## config.mk

```make
export PLATFORM = sky130hd
export DESIGN_NAME = rti_wmul
export DESIGN_NICKNAME = d
export VERILOG_FILES = /design/src/hw/rtl/rti_wmul.sv
export SDC_FILE = /design/constraint.sdc
export NUM_CORES = 2
export LEC_CHECK = 0
export ABC_AREA = 1
export BUFFER_PORTS_ARGS = -buffer_cell sky130_fd_sc_hd__buf_2
export CAP_MARGIN = 20
export CORE_UTILIZATION = 66
export DETAILED_ROUTE_END_ITERATION = 8
export PLACE_DENSITY = 0.87
export SYNTH_ARGS = -nofsm -noshare
export SYNTH_HDL_FRONTEND = slang
export SYNTH_SLANG_ARGS = --single-unit
```

## constraint.sdc

```tcl
create_clock -name i_clk -period 7.2 [get_ports i_clk]
set_input_delay 0.72 -clock i_clk [delete_from_list [all_inputs] [get_ports i_clk]]
set_output_delay 0.72 -clock i_clk [all_outputs]
set_load 0.005 [all_outputs]
```

## src/hw/rtl/rti_wmul.sv

```systemverilog
// Two-stage signed multiplier for a wide operand times a narrow one.
// Splits the wide operand into chunks; no package dependencies.
module rti_wmul #(
    parameter int A_W = 43,
    parameter int B_W = 21
) (
    input  logic                    i_clk,
    input  logic                    i_en,
    input  logic signed [A_W-1:0]   i_a,
    input  logic signed [B_W-1:0]   i_b,
    output logic signed [A_W+B_W-1:0] o_p
);

    localparam int CH_W = B_W;
    localparam int NCH  = (A_W + CH_W - 1) / CH_W;
    localparam int PP_W = CH_W + B_W + 1;
    localparam int P_W  = A_W + B_W;

    logic signed [NCH*CH_W-1:0] w_aext;
    logic signed [PP_W-1:0]     r_pp [NCH];
    logic signed [P_W-1:0]      w_sum;
    logic signed [P_W-1:0]      r_p;

    assign w_aext = (NCH*CH_W)'(i_a);

    for (genvar c = 0; c < NCH; c++) begin : g_chunk
        logic        [CH_W-1:0] w_ch;
        logic signed [CH_W:0]   w_op;
        assign w_ch = w_aext[c*CH_W +: CH_W];
        // top chunk carries the sign, lower chunks are unsigned
        if (c == NCH - 1) begin : g_top
            assign w_op = {w_ch[CH_W-1], w_ch};
        end else begin : g_low
            assign w_op = {1'b0, w_ch};
        end
        always_ff @(posedge i_clk) begin
            if (i_en) begin
                r_pp[c] <= w_op * i_b;
            end
        end
    end

    always_comb begin
        w_sum = '0;
        for (int c = 0; c < NCH; c++) begin
            w_sum = w_sum + (P_W'(r_pp[c]) <<< (c * CH_W));
        end
    end

    always_ff @(posedge i_clk) begin
        if (i_en) begin
            r_p <= w_sum;
        end
    end

    assign o_p = r_p;

endmodule

```

==> results.toml <==
[outcome]
status = "complete, no violations"

[routing]
drc_errors = 0
totalWireLength_um = 111000
antenna_left = 0
via_per_inst = 5.36
firstDrtPassIters = 7
drt_iter0_drc = 2860
route.vias.total = 34500
wire_per_inst_um = 17.3

[clock_network]
cts_buffers = 17
root_buffer = "clkbuf_16"
htreeDepth = 4
cts_hold_buf = 0
cts-resized-gates = 0
cts_setup_buffers = 0
cts_buffer_depth = 2
worstSkewPairLatency_ns = 0.46
tritoncts = "built"
clkSinkCount = 172
clkTransAtPathRegs_ns = 0.07

[timing]
worst_pin_slew_ns = 1.05
clock.fmax_ghz = 0.149
hold_viol = 0
min_period_ns = 6.72
max_slew_margin_pct = 30.1
clock_skew_ns = 0.0164
final_max_slew_viol_count = 0
rsz0062_at_grt = "no"
setup_viol = 0
finalCritPeriodShare_pct = 93.4
fin_setup_tns_ns = 0

[worst_setup_path]
start_kind = "input pin"
cpMostUsedCell = "nand2_1"
crit_path_top_delay_cell = "buf_2"
cp.required_ns = 7.43
worstSetupStartpoint = "i_b[4]"
r2r_start = "r_pp[0][42]$_DFFE_PP_"
crit_fanout = 21
critical_path_class = "input pin to register"
critPathTopFamily = "adder cells"
cp-end-kind = "register"
cp.arrival_ns = 6.95
critPathMaxStageDelay_ns = 0.55
path_buf_inv = 8

[grt]
antenna_found_initial = 4
first_global_vias = 36000
grt_pass1_wl_um = 182000
grt.overflow.total = 0
grt_max_degree = 106
track_usage_pct = 36.3

[yosys]
ys_types = 33
yosysSeqAreaShare_pct = 12.3
synth_area_um2 = 42100
avgSynthCellArea_um2 = 7.58
yosys_warnings = 0
synthArstFlopShare_pct = 0
ys.flop_type = "edfxtp_1"
synth_seq_cells = 172
synth_edf_count = 172
syn_nets = 6778
synthCells = 5555

[floorplan]
row_count = 92
fp.dieH_um = 255
die_area_um2 = 64800
core_um2 = 63100
io_pins = 130
initial_core_util_pct = 66.7
die_w_um = 255

[layout]
layout.nets = 6798
drive_gt1_share_pct = 4.62
fill_cells = 4911
area_growth_pct = 5.03

[worst_hold_path]
hp-class = "register to register"
min_from = "r_pp[0][7]$_DFFE_PP_"

[run]
max_cap_viol_count = 0

[placed_design]
numPortBuffers = 129
post-dp-hpwl_um = 91800
place_congestion = 0.983
## metrics by stage
step                      instance area [um2]  hold slack (ns)  instances  setup slack [ns]  utilization (%)
after floorplan                         42100            0.400       5555             0.788                -
after global placement                  43600            0.400       6402             0.268             69.1
after global routing                    44200            0.424       6434             0.308             70.1
after CTS                               44200            0.417       6434             0.626             70.1
after detailed placement                43600            0.405       6402             0.136             69.1
final                                   44200            0.418       6436             0.478             70.1
## cells by family after synthesis
logic type | Yosys count | synth area share (%)
adders and majority gates | 1157 | 47.6
xor gates and xnor gates | 95 | 1.98
DFF | 172 | 12.3
and+or+nand+nor | 2080 | 19.3
AOI/OAI and AO/OA | 146 | 1.83
buffers and inverters | 1905 | 17.0
## worst paths after layout
kind                                 to  slack [ns]  cells past startpoint
hold reg to reg        o_p[7]$_DFFE_PP_        0.42                      0
setup reg to reg      o_p[52]$_DFFE_PP_        4.18                     12
setup / recovery  r_pp[0][83]$_DFFE_PP_        0.48                     26
hold / removal         o_p[7]$_DFFE_PP_        0.42                      0
## per-layer routing
layer,vias up,track usage [%],part of all wire [%]
li1,15800,-,-
met1,16600,46.8,39
met2,1743,58.5,46
met3,409,6.64,9.6
met4,4,19.7,5.9
met5,-,0,0.021
## synth_stat cells, types with 2 or more instances
library cell	instances	share of area [%]
or2_2	21	0.31
nand3b_1	4	0.071
inv_2	3	0.027
inv_1	1712	15
o21bai_1	8	0.14
edfxtp_1	172	12
nor2_1	240	2.1
nand2b_1	4	0.059
clkbuf_1	182	1.6
nand3_1	104	1.2
ha_1	417	12
or2_1	2	0.030
buf_1	5	0.045
a21o_1	2	0.036
nor3_2	2	0.048
a21oi_1	92	1.1
nor2_2	7	0.10
xnor2_1	28	0.58
and2_1	3	0.045
o21ai_0	33	0.39
a31oi_1	11	0.16
nand2_1	1659	15
nand4_1	2	0.030
xor2_1	67	1.4
nor3_1	28	0.33
fa_1	740	35
## state kept, by name, indices dropped and copies added (netlist names)
signal,flops
r_pp,108
o_p,64
## layout by cell type, fill, tap and decap left out
cell and n:
nand3_1 104, or2_2 21, inv_2 3, nand2_1 1659, nor4_2 1, clkinv_2 3, buf_12 6, buf_6 1
nor2_2 7, nand2_2 1, o21ai_0 33, or2_1 2, inv_8 2, a21oi_1 92, nand4_1 2, nor2_4 1
and2_1 3, nor4_1 1, fa_1 740, bufinv_16 2, o21bai_1 8, a21o_1 2, nor2_1 240, clkbuf_1 1
nand3b_1 4, inv_6 5, buf_4 56, xnor2_1 28, diode_2 2, buf_2 128, xor2_1 67, clkbuf_16 17
clkinv_4 2, nor3_2 2, nor3_1 28, a31oi_1 11, inv_1 1712, nand2b_1 4, ha_1 417, edfxtp_1 172
## worst register-to-register path, stage by stage, from the launching register on
cell      delay (ns)
edfxtp_1        0.33
buf_4           0.42
fa_1            0.50
ha_1            0.40
nand2_1         0.13
nor2_1          0.25
nand2_1         0.12
nor2_1          0.12
nand2_1         0.06
nand3_1         0.20
nand2_1         0.11
nand3_1         0.08
nand2_1         0.07
## cell type report
class	instances	area, um2	share of cell area (%)
Multi-Input combinational cell	3478	29800	67.3
Inverter	1715	6440	14.6
Sequential cell	172	5160	11.7
Timing Repair Buffer	191	1190	2.70
Tap cell	846	1060	2.39
Clock buffer	18	429	0.971
Clock inverter	14	159	0.360
Antenna cell	2	5.00	0.0113
Power is not shown: default switching activity piles up to over one toggle a cycle in this logic, so the estimate is an artifact.
