## src/hw/rtl/rti_dly.sv

```systemverilog
// Enabled shift-register delay line used to align side data with the datapath.
// No package dependencies.
module rti_dly #(
    parameter int DATA_W = 8,
    parameter int DEPTH  = 2
) (
    input  logic              i_clk,
    input  logic              i_en,
    input  logic [DATA_W-1:0] i_d,
    output logic [DATA_W-1:0] o_d
);

    logic [DATA_W-1:0] r_sr [DEPTH];

    always_ff @(posedge i_clk) begin
        if (i_en) begin
            r_sr[0] <= i_d;
            for (int s = 1; s < DEPTH; s++) begin
                r_sr[s] <= r_sr[s-1];
            end
        end
    end

    assign o_d = r_sr[DEPTH-1];

endmodule

```

## config.mk

```make
export PLATFORM = sky130hd
export DESIGN_NAME = rti_dly
export DESIGN_NICKNAME = d
export VERILOG_FILES = /design/src/hw/rtl/rti_dly.sv
export SDC_FILE = /design/constraint.sdc
export NUM_CORES = 1
export LEC_CHECK = 0
export ABC_AREA = 1
export BUFFER_PORTS_ARGS = -buffer_cell sky130_fd_sc_hd__buf_2
export CORE_UTILIZATION = 40
export CTS_CLUSTER_SIZE = 28
export DETAILED_ROUTE_END_ITERATION = 8
export MAX_ROUTING_LAYER = met4
export PLACE_DENSITY = 0.72
export SLEW_MARGIN = 20
export SYNTH_ARGS = -nofsm -noshare
export SYNTH_HDL_FRONTEND = slang
export SYNTH_SLANG_ARGS = --single-unit
```

## constraint.sdc

```tcl
create_clock -name i_clk -period 0.8 [get_ports i_clk]
set_input_delay 0.16 -clock i_clk [delete_from_list [all_inputs] [get_ports i_clk]]
set_output_delay 0.16 -clock i_clk [all_outputs]
set_load 0.05 [all_outputs]
```

==> flow_metrics.py, run 1 <==
metrics = {
    "critical_path": {
        "reg2reg_depth": 0,
        "crit_path_start_kind": "flip-flop",
        "worstPathMaxFanout": 1,
        "path_cells": "buf_6",
        "crit_family": "flip-flops",
        "critPathKind": "flip-flop to primary output",
        "slowest_stage": "edfxtp_1",
        "path_buf_inv": 1,
        "rrSetupSlack_ns": 0.17,
        "critPathArrivalTime_ns": 0.83,
        "required_ns": 0.64,
        "worstReg2RegStart": "r_sr[0][6]",
        "worst_path_largest_cell_delay_ns": 0.39,
        "reg2reg_to": "r_sr[0][14]",
        "cp-end-kind": "primary output",
    },
    "layout": {
        "drive_gt1_share_pct": 55.6,
        "nets": 48,
        "largest_reg_flops": 16,
        "fill_cells": 97,
        "largest_register": "r_sr",
        "multi_input_cells": 0,
        "syn_to_final_growth_pct": 21.3,
        "multi_input_area_um2": 0,
        "num_antenna_cells": 0,
        "final_cells": 50,
        "top_regs": "r_sr: 16 flops",
        "design_area_um2": 656,
    },
    "run_status": {
        "failed_checks": "setup timing",
        "outcome": "finished with violations",
    },
    "timing": {
        "clock_skew_ns": 0.00162,
        "tightest_slew_ns": 0.324,
        "final_hold_viol_count": 0,
        "min_period_ns": 0.987,
        "finalSetupViolCount": 8,
        "slew-limit-headroom_pct": 78.4,
        "fmax_mhz": 1010,
        "grt_setup_unrepaired": "yes",
        "worst_slack_ns": -0.187,
        "slew_violations": 0,
        "fin_crit_sh_pct": 123,
    },
    "global_route": {
        "first_global_vias": 212,
        "grt-ovfl-total": 0,
        "grt_antenna_before_repair": 0,
        "grt.total_usage_pct": 9.54,
        "grt_pass1_wl_um": 828,
        "grt_start_max_net_pins": 17,
    },
    "clock_tree": {
        "cts_sinks": 16,
        "clk_latency_ns": 0.26,
        "cts_max_level": 1,
        "cts_buffers": 3,
        "cts-root-buf": "clkbuf_4",
        "cts_tree": "built",
        "cts.clk_slew.worst_paths_ns": 0.08,
        "clock_path_buffers": 2,
    },
    "flow_run": {
        "maxCapViolCount": 0,
    },
    "power_and_ir_drop": {
        "power_frac_seq_pct": 64.5,
        "intPower_mw": 1.23,
        "leakage_nw": 0.254,
        "powerDensity_mw_per_mm2": 2400,
        "clock_power_share_pct": 23.7,
        "combPwrFrac_pct": 11.8,
        "ir_worst_vdd_mv": 1.16,
        "p_sw_mw": 0.340,
        "switching_share_pct": 21.6,
    },
    "die": {
        "core-area_mm2": 0.00119,
        "die_h_um": 38.8,
        "die_w_um": 38.8,
        "dieArea_mm2": 0.00150,
        "start_util_pct": 45.6,
        "ioPinCount": 18,
        "num_rows": 12,
    },
    "synth": {
        "synth_seq_cells": 16,
        "async_flop_share_pct": 0,
        "synth_simple_gate_area_share_pct": 0,
        "synth_top_family_by_area": "buffers and inverters",
        "ys_top_cells_by_count": "16 x edfxtp_1, 8 x buf_4",
        "synth-compound-area-share_pct": 0,
        "synth_fa_ha_area_share_pct": 0,
        "yosys.area.top_type": "edfxtp_1",
        "synth.most_common_cell": "edfxtp_1",
        "synth.top_cells.by_area": "edfxtp_1 89%, buf_4 11%",
        "synth_xor_area_share_pct": 0,
        "ys_types": 2,
        "synthCells": 24,
        "yosysSeqAreaShare_pct": 88.9,
        "ys_warn_count": 0,
        "syn_area_per_cell_um2": 22.5,
        "yosysTopAreaCellShare_pct": 88.9,
        "synth_area_um2": 541,
        "muxShareOfSynthArea_pct": 0,
        "synthFlopType": "edfxtp_1",
        "syn_nets": 34,
        "synth_edf_count": 16,
    },
    "route": {
        "route.detailed.drc": 0,
        "drt_iter0_drc": 2,
        "vias": 220,
        "drt_pre_antenna_iters": 2,
        "ant_nets": 0,
        "viasPerCell": 4.40,
        "wl_per_cell_um": 10.8,
        "drt-total-wl_um": 538,
    },
    "place": {
        "placed_cells": 47,
        "io_buffer_count": 17,
        "placed_area_um2": 583,
        "gp_congestion": 0.612,
    },
    "worst_hold_path": {
        "worstHoldStart": "i_d[3]",
        "holdPathStages": 1,
        "min_to": "r_sr[0][3]",
        "min_path_type": "input port to flip-flop",
    },
}
power groups by stage:
stage               Sequential, mW  Combinational [mW]  Clock (mW)
floorplan                     1.02               0.134           0
global placement              1.02               0.153           0
detailed placement            1.03               0.156           0
CTS                           1.02               0.187       0.391
global route                  1.02               0.194       0.425
finish                        1.01               0.186       0.372
placed cells by master, fill, tap and decap left out:
cell type,n
buf_2,9
buf_6,8
clkbuf_4,3
edfxtp_1,16
cell families after synthesis:
family                 after synthesis
DFF                                 16
buffers and inverters                8
layer usage:
metal	global-route usage, %	wire length (um)	vias up	share of wire, %
li1	-	-	104	-
met1	7.78	183	98	34
met2	16.7	288	18	54
met3	1.73	66	0	12
met4	10.3	0	0	0
met5	-	0	-	0
how the worst max path moves through the flow:
stage | from | end | slack [ns] | depth (start not counted)
global route | r_sr[0][11] | o_d[3] | -0.22 | 1
finish | r_sr[0][10] | o_d[2] | -0.19 | 1
floorplan | r_sr[0][8] | o_d[0] | 0.12 | 1
CTS | r_sr[0][10] | o_d[2] | -0.20 | 1
detailed placement | i_en | r_sr[0][14] | -0.0005 | 1
global placement | i_en | r_sr[0][12] | 0.03 | 1
timing repair:
action / in CTS / in global routing
buffers inserted: 0 / 0
hold buffers: 0 / 0
endpoints found under the setup margin: 8 / 8
gates resized for setup: 16 / 0
cloned: 0 / 0
per-stage QoR:
step	worst slack (ns)	util (%)	hold slack (ns)	TNS, ns	power [mW]
2_1_floorplan	0.117	-	0.259	0	1.16
3_3_place_gp	0.0337	49.2	0.337	0	1.17
3_5_place_dp	-0.000519	49.2	0.338	-0.00499	1.18
4_1_cts	-0.205	55.3	0.0534	-1.55	1.59
5_1_grt	-0.221	55.3	0.0441	-1.72	1.64
6_report	-0.187	55.3	0.0645	-1.42	1.57
cell type report:
class / instances / area (um^2) / share of cell area (%)
tap: 14 / 17.5 / 2.67
clock buffer: 3 / 22.5 / 3.44
timing repair buffer: 17 / 135 / 20.6
sequential: 16 / 480 / 73.3
No activity file was read; power rests on OpenSTA's default activity.
==> run 2, diff against run 1 <==
--- a/config.mk
+++ b/config.mk
@@ -6,12 +6,12 @@
 export NUM_CORES = 1
 export LEC_CHECK = 0
 export ABC_AREA = 1
-export BUFFER_PORTS_ARGS = -buffer_cell sky130_fd_sc_hd__buf_2
 export CORE_UTILIZATION = 40
 export CTS_CLUSTER_SIZE = 28
 export DETAILED_ROUTE_END_ITERATION = 8
+export DONT_BUFFER_PORTS = 1
 export MAX_ROUTING_LAYER = met4
-export PLACE_DENSITY = 0.72
+export PLACE_DENSITY = 0.6
 export SLEW_MARGIN = 20
 export SYNTH_ARGS = -nofsm -noshare
 export SYNTH_HDL_FRONTEND = slang
==> run 2 against run 1 <==
Non-clock buffer count fell by 1. Register-to-register slack hardly changed. Sequential share of layout area fell by 10 points. Combinational power grew 25%. Die area is the same. Wire length rose by 12%. Worst setup slack got worse by 0.041 ns. Count of clock-buffer cells in the layout is the same. Via count shrank 1.4%. Largest power group unchanged. The flow finishes with violations (hold timing, setup timing). Largest cell class unchanged. Clock power up 8.1%.
==> flow_metrics.py, run 2 (synthesized netlist as in run 1, its figures left out) <==
metrics = {
    "run_status": {
        "failed_checks": "hold timing, setup timing",
        "outcome": "finished with violations",
    },
    "clock_tree": {
        "cts_resized": 0,
        "clk_latency_ns": 0.27,
        "clock_path_buffers": 2,
        "cts_setup_buffers": 0,
        "cts_buffers": 3,
        "cts_tree": "built",
        "cts-root-buf": "clkbuf_4",
        "cts_sinks": 16,
        "cts_max_level": 1,
        "cts-hold-fix-buffers": 8,
        "cts.clk_slew.worst_paths_ns": 0.08,
    },
    "layout": {
        "largest_register": "r_sr",
        "fill_cells": 92,
        "layout_commonest_cell": "edfxtp_1",
        "largest_reg_flops": 16,
        "final_cells": 50,
        "drive_gt1_share_pct": 30.6,
        "final_cell_mix": "16 x edfxtp_1, 8 x dlygate4sd3_1, 8 x buf_12",
        "multi_input_area_um2": 0,
        "num_antenna_cells": 0,
        "nets": 47,
        "multi_input_cells": 0,
        "regArea_um2": 480,
        "syn_to_final_growth_pct": 41.4,
        "top_regs": "r_sr: 16 flops",
    },
    "critical_path": {
        "worstPathMaxFanout": 1,
        "cp-endpoint": "o_d[7]",
        "path_cells": "buf_12",
        "worst_path_largest_cell_delay_ns": 0.42,
        "path_buf_inv": 1,
        "critPathKind": "flip-flop to primary output",
        "worstReg2RegStart": "r_sr[0][3]",
        "crit_family": "flip-flops",
        "crit_path_start_kind": "flip-flop",
        "reg2reg_depth": 0,
        "startpoint": "r_sr[0][15]",
        "required_ns": 0.64,
        "cp-end-kind": "primary output",
        "path_depth": 1,
        "critPathArrivalTime_ns": 0.87,
        "reg2reg_to": "r_sr[0][11]",
        "rrSetupSlack_ns": 0.17,
        "slowest_stage": "edfxtp_1",
    },
    "die": {
        "die_h_um": 38.8,
        "start_util_pct": 45.6,
        "num_rows": 12,
        "dieArea_mm2": 0.00150,
        "ioPinCount": 18,
        "die_w_um": 38.8,
        "core-area_mm2": 0.00119,
    },
    "global_route": {
        "grt-ovfl-total": 0,
        "grt_start_max_net_pins": 17,
        "grt_antenna_before_repair": 0,
        "grt_pass1_wl_um": 1020,
        "grt.total_usage_pct": 11.5,
        "first_global_vias": 246,
    },
    "flow_run": {
        "maxCapViolCount": 0,
    },
    "place": {
        "io_buffer_count": 0,
        "dp_slack_ns": 0.0677,
        "placed_cells": 38,
        "gp_congestion": 0.560,
    },
    "timing": {
        "slew-limit-headroom_pct": 92.3,
        "timing.setup.tns_ns": -1.79,
        "clock_skew_ns": 0.00181,
        "grt_setup_unrepaired": "yes",
        "fin_crit_sh_pct": 129,
        "min_period_ns": 1.03,
        "slew_violations": 0,
        "final_hold_viol_count": 16,
        "tightest_slew_ns": 0.116,
        "hold-worst-slack_ns": -0.0102,
        "fmax_mhz": 973,
        "worst_slack_ns": -0.228,
        "finalSetupViolCount": 8,
    },
    "route": {
        "vias": 217,
        "viasPerCell": 4.34,
        "ant_nets": 0,
        "drt_pre_antenna_iters": 3,
        "drt_iter0_drc": 4,
        "route.detailed.drc": 0,
        "wl_per_cell_um": 12.1,
        "drt-total-wl_um": 603,
    },
    "worst_hold_path": {
        "holdPathStages": 0,
        "min_path_type": "input port to flip-flop",
    },
    "power_and_ir_drop": {
        "powerDensity_mw_per_mm2": 2170,
        "ir_worst_vdd_mv": 1.22,
        "power_mw": 1.66,
        "leakage_nw": 0.281,
    },
}
## run 2: cell types whose count changed in the layout (fill, tap and decap cells not counted)
cell	before	now
buf_12	0	8
buf_6	8	0
clkinv_1	0	1
buf_2	9	0
dlygate4sd3_1	0	8
## run 2: how the worst min path moves through the flow
stage / to / from
finish: r_sr[0][2] / i_en
detailed placement: r_sr[0][5] / i_d[5]
floorplan: r_sr[0][0] / i_d[0]
global route: r_sr[0][7] / i_en
CTS: r_sr[0][2] / i_en
global placement: r_sr[0][7] / i_d[7]
## run 2: repair_timing
action	4_1_cts	5_1_grt
hold endpoints to repair	24	16
pin swaps	0	0
endpoints found under the setup margin	8	8
## run 2: layer usage
layer  track usage (%)  part of all wire, %  up-vias
met4              10.3                    0        0
met5                 -                    0        -
li1                  -                    -      103
met1              11.2                   35       96
met2              19.2                   55       18
met3              2.31                   10        0
## run 2: final cells by class
| type | instances | share of cell area [%] |
|---|---|---|
| clock inverters | 1 | 0.491 |
| repair buffers | 16 | 31.4 |
| flip-flops and latches | 16 | 62.8 |
| well taps | 14 | 2.29 |
| clock buffers | 3 | 2.95 |
## run 2: report_power, final
group	switching (mW)	total (mW)	internal [mW]	leakage, nW
Combinational	0.109	0.232	0.123	0.109
Clock	0.221	0.402	0.181	0.0154
Sequential	0.0282	1.02	0.995	0.157
## run 2: per-stage QoR
stage / util [%] / area, um^2 / hold slack, ns
3_3_place_gp: 55.5 / 658 / 0.259
2_1_floorplan: - / 541 / 0.259
5_1_grt: 64.5 / 764 / -0.0267
3_5_place_dp: 55.5 / 658 / 0.259
4_1_cts: 64.5 / 764 / -0.0198
6_report: 64.5 / 764 / -0.0102
==> run 3, diff against run 2 <==
==> constraint.sdc (replaced) <==
create_clock -name i_clk -period 1.2 [get_ports i_clk]
set_input_delay 0.24 -clock i_clk [delete_from_list [all_inputs] [get_ports i_clk]]
set_output_delay 0.24 -clock i_clk [all_outputs]
set_load 0.05 [all_outputs]
==> run 3 against run 2 <==
The flow now finishes without violations. Core utilization decreased by 21 points. Worst setup slack gained 0.28 ns. Clock power down 39%. Final cell count is 34% lower. Count of clock-buffer cells in the layout unchanged. Critical endpoint is now o_d[2]. Largest power group unchanged. Highest routed layer unchanged.
==> flow_metrics.py, run 3 (synthesized netlist as in run 1, its figures left out) <==
metrics = {
    "run_status": {
        "outcome": "completed",
    },
    "power_and_ir_drop": {
        "leakage_nw": 0.170,
        "powerDensity_mw_per_mm2": 1890,
        "ir_worst_vdd_mv": 0.628,
        "power_mw": 0.983,
    },
    "clock_tree": {
        "cts_resized": 0,
        "cts-hold-fix-buffers": 0,
        "cts_tree": "built",
        "cts_setup_buffers": 0,
        "clk_latency_ns": 0.26,
        "clock_path_buffers": 2,
        "cts_buffers": 3,
        "cts_sinks": 16,
        "cts-root-buf": "clkbuf_4",
        "cts_max_level": 1,
        "cts.clk_slew.worst_paths_ns": 0.07,
    },
    "layout": {
        "drive_gt1_share_pct": 15.8,
        "nets": 31,
        "multi_input_cells": 0,
        "syn_to_final_growth_pct": -3.70,
        "top_regs": "r_sr: 16 flops",
        "layout_commonest_cell": "edfxtp_1",
        "largest_reg_flops": 16,
        "largest_register": "r_sr",
        "final_cell_mix": "16 x edfxtp_1, 3 x clkbuf_4",
        "num_antenna_cells": 0,
        "multi_input_area_um2": 0,
    },
    "route": {
        "route.detailed.drc": 0,
        "viasPerCell": 4.36,
        "drt_iter0_drc": 3,
        "drt_pre_antenna_iters": 2,
        "drt-total-wl_um": 395,
        "wl_per_cell_um": 12.0,
        "ant_nets": 0,
        "vias": 144,
    },
    "critical_path": {
        "cp-endpoint": "o_d[2]",
        "reg2reg_depth": 0,
        "rrSetupSlack_ns": 0.59,
        "path_depth": 0,
        "cp-end-kind": "primary output",
        "reg2reg_to": "r_sr[0][14]",
        "critPathArrivalTime_ns": 0.91,
        "required_ns": 0.96,
        "crit_path_start_kind": "flip-flop",
        "startpoint": "r_sr[0][10]",
        "critPathKind": "flip-flop to primary output",
        "worstReg2RegStart": "r_sr[0][6]",
        "worstPathMaxFanout": 1,
    },
    "die": {
        "ioPinCount": 18,
        "dieArea_mm2": 0.00150,
        "num_rows": 12,
        "core-area_mm2": 0.00119,
        "die_w_um": 38.8,
        "die_h_um": 38.8,
        "start_util_pct": 45.6,
    },
    "place": {
        "gp_congestion": 0.608,
        "dp_slack_ns": 0.341,
        "io_buffer_count": 0,
    },
    "flow_run": {
        "maxCapViolCount": 0,
    },
    "timing": {
        "finalSetupViolCount": 0,
        "final_hold_viol_count": 0,
        "hold-worst-slack_ns": 0.0651,
        "slew-limit-headroom_pct": 68.9,
        "fmax_mhz": 872,
        "tightest_slew_ns": 0.467,
        "grt_setup_unrepaired": "no",
        "clock_skew_ns": 0.0000860,
        "fin_crit_sh_pct": 95.6,
        "timing.setup.tns_ns": 0,
        "min_period_ns": 1.15,
        "worst_slack_ns": 0.0529,
        "slew_violations": 0,
    },
    "global_route": {
        "grt-ovfl-total": 0,
        "first_global_vias": 135,
        "grt_pass1_wl_um": 524,
        "grt_start_max_net_pins": 17,
        "grt_antenna_before_repair": 0,
        "grt.total_usage_pct": 6.28,
    },
    "worst_hold_path": {
        "min_path_type": "input port to flip-flop",
        "worstHoldStart": "i_d[7]",
    },
}
## run 3: final cells by class
type | count | area (um^2)
well taps | 14 | 17.5
flip-flops and latches | 16 | 480
clock buffers | 3 | 22.5
fillers | 115 | 666
## run 3: how the worst min path moves through the flow
stage / to / slack (ns) / cells past startpoint
6_report: r_sr[0][7] / 0.07 / 0
5_1_grt: r_sr[0][7] / 0.05 / 0
3_3_place_gp: r_sr[0][4] / 0.34 / 0
3_5_place_dp: r_sr[0][0] / 0.34 / 0
4_1_cts: r_sr[0][7] / 0.05 / 0
2_1_floorplan: r_sr[0][0] / 0.34 / 0
## run 3: metrics by stage
stage / instances / instance area [um^2] / utilization [%]
CTS: 33 / 520 / 43.9
detailed placement: 30 / 498 / 42.0
global route: 33 / 520 / 43.9
global placement: 30 / 498 / 42.0
floorplan: 24 / 541 / -
finish: 33 / 520 / 43.9
## run 3: metal layers
layer	vias up	GRT usage [%]	part of all wire, %
li1	70	-	-
met1	56	6.37	46
met2	18	5.83	36
met3	0	4.05	17
met4	0	10.3	0
met5	-	-	0
## run 3: power by group
group          leakage, nW  internal (mW)  switching, mW
clock               0.0138          0.116          0.129
sequential           0.157          0.664         0.0741
combinational            0              0              0
total                0.170          0.780          0.203
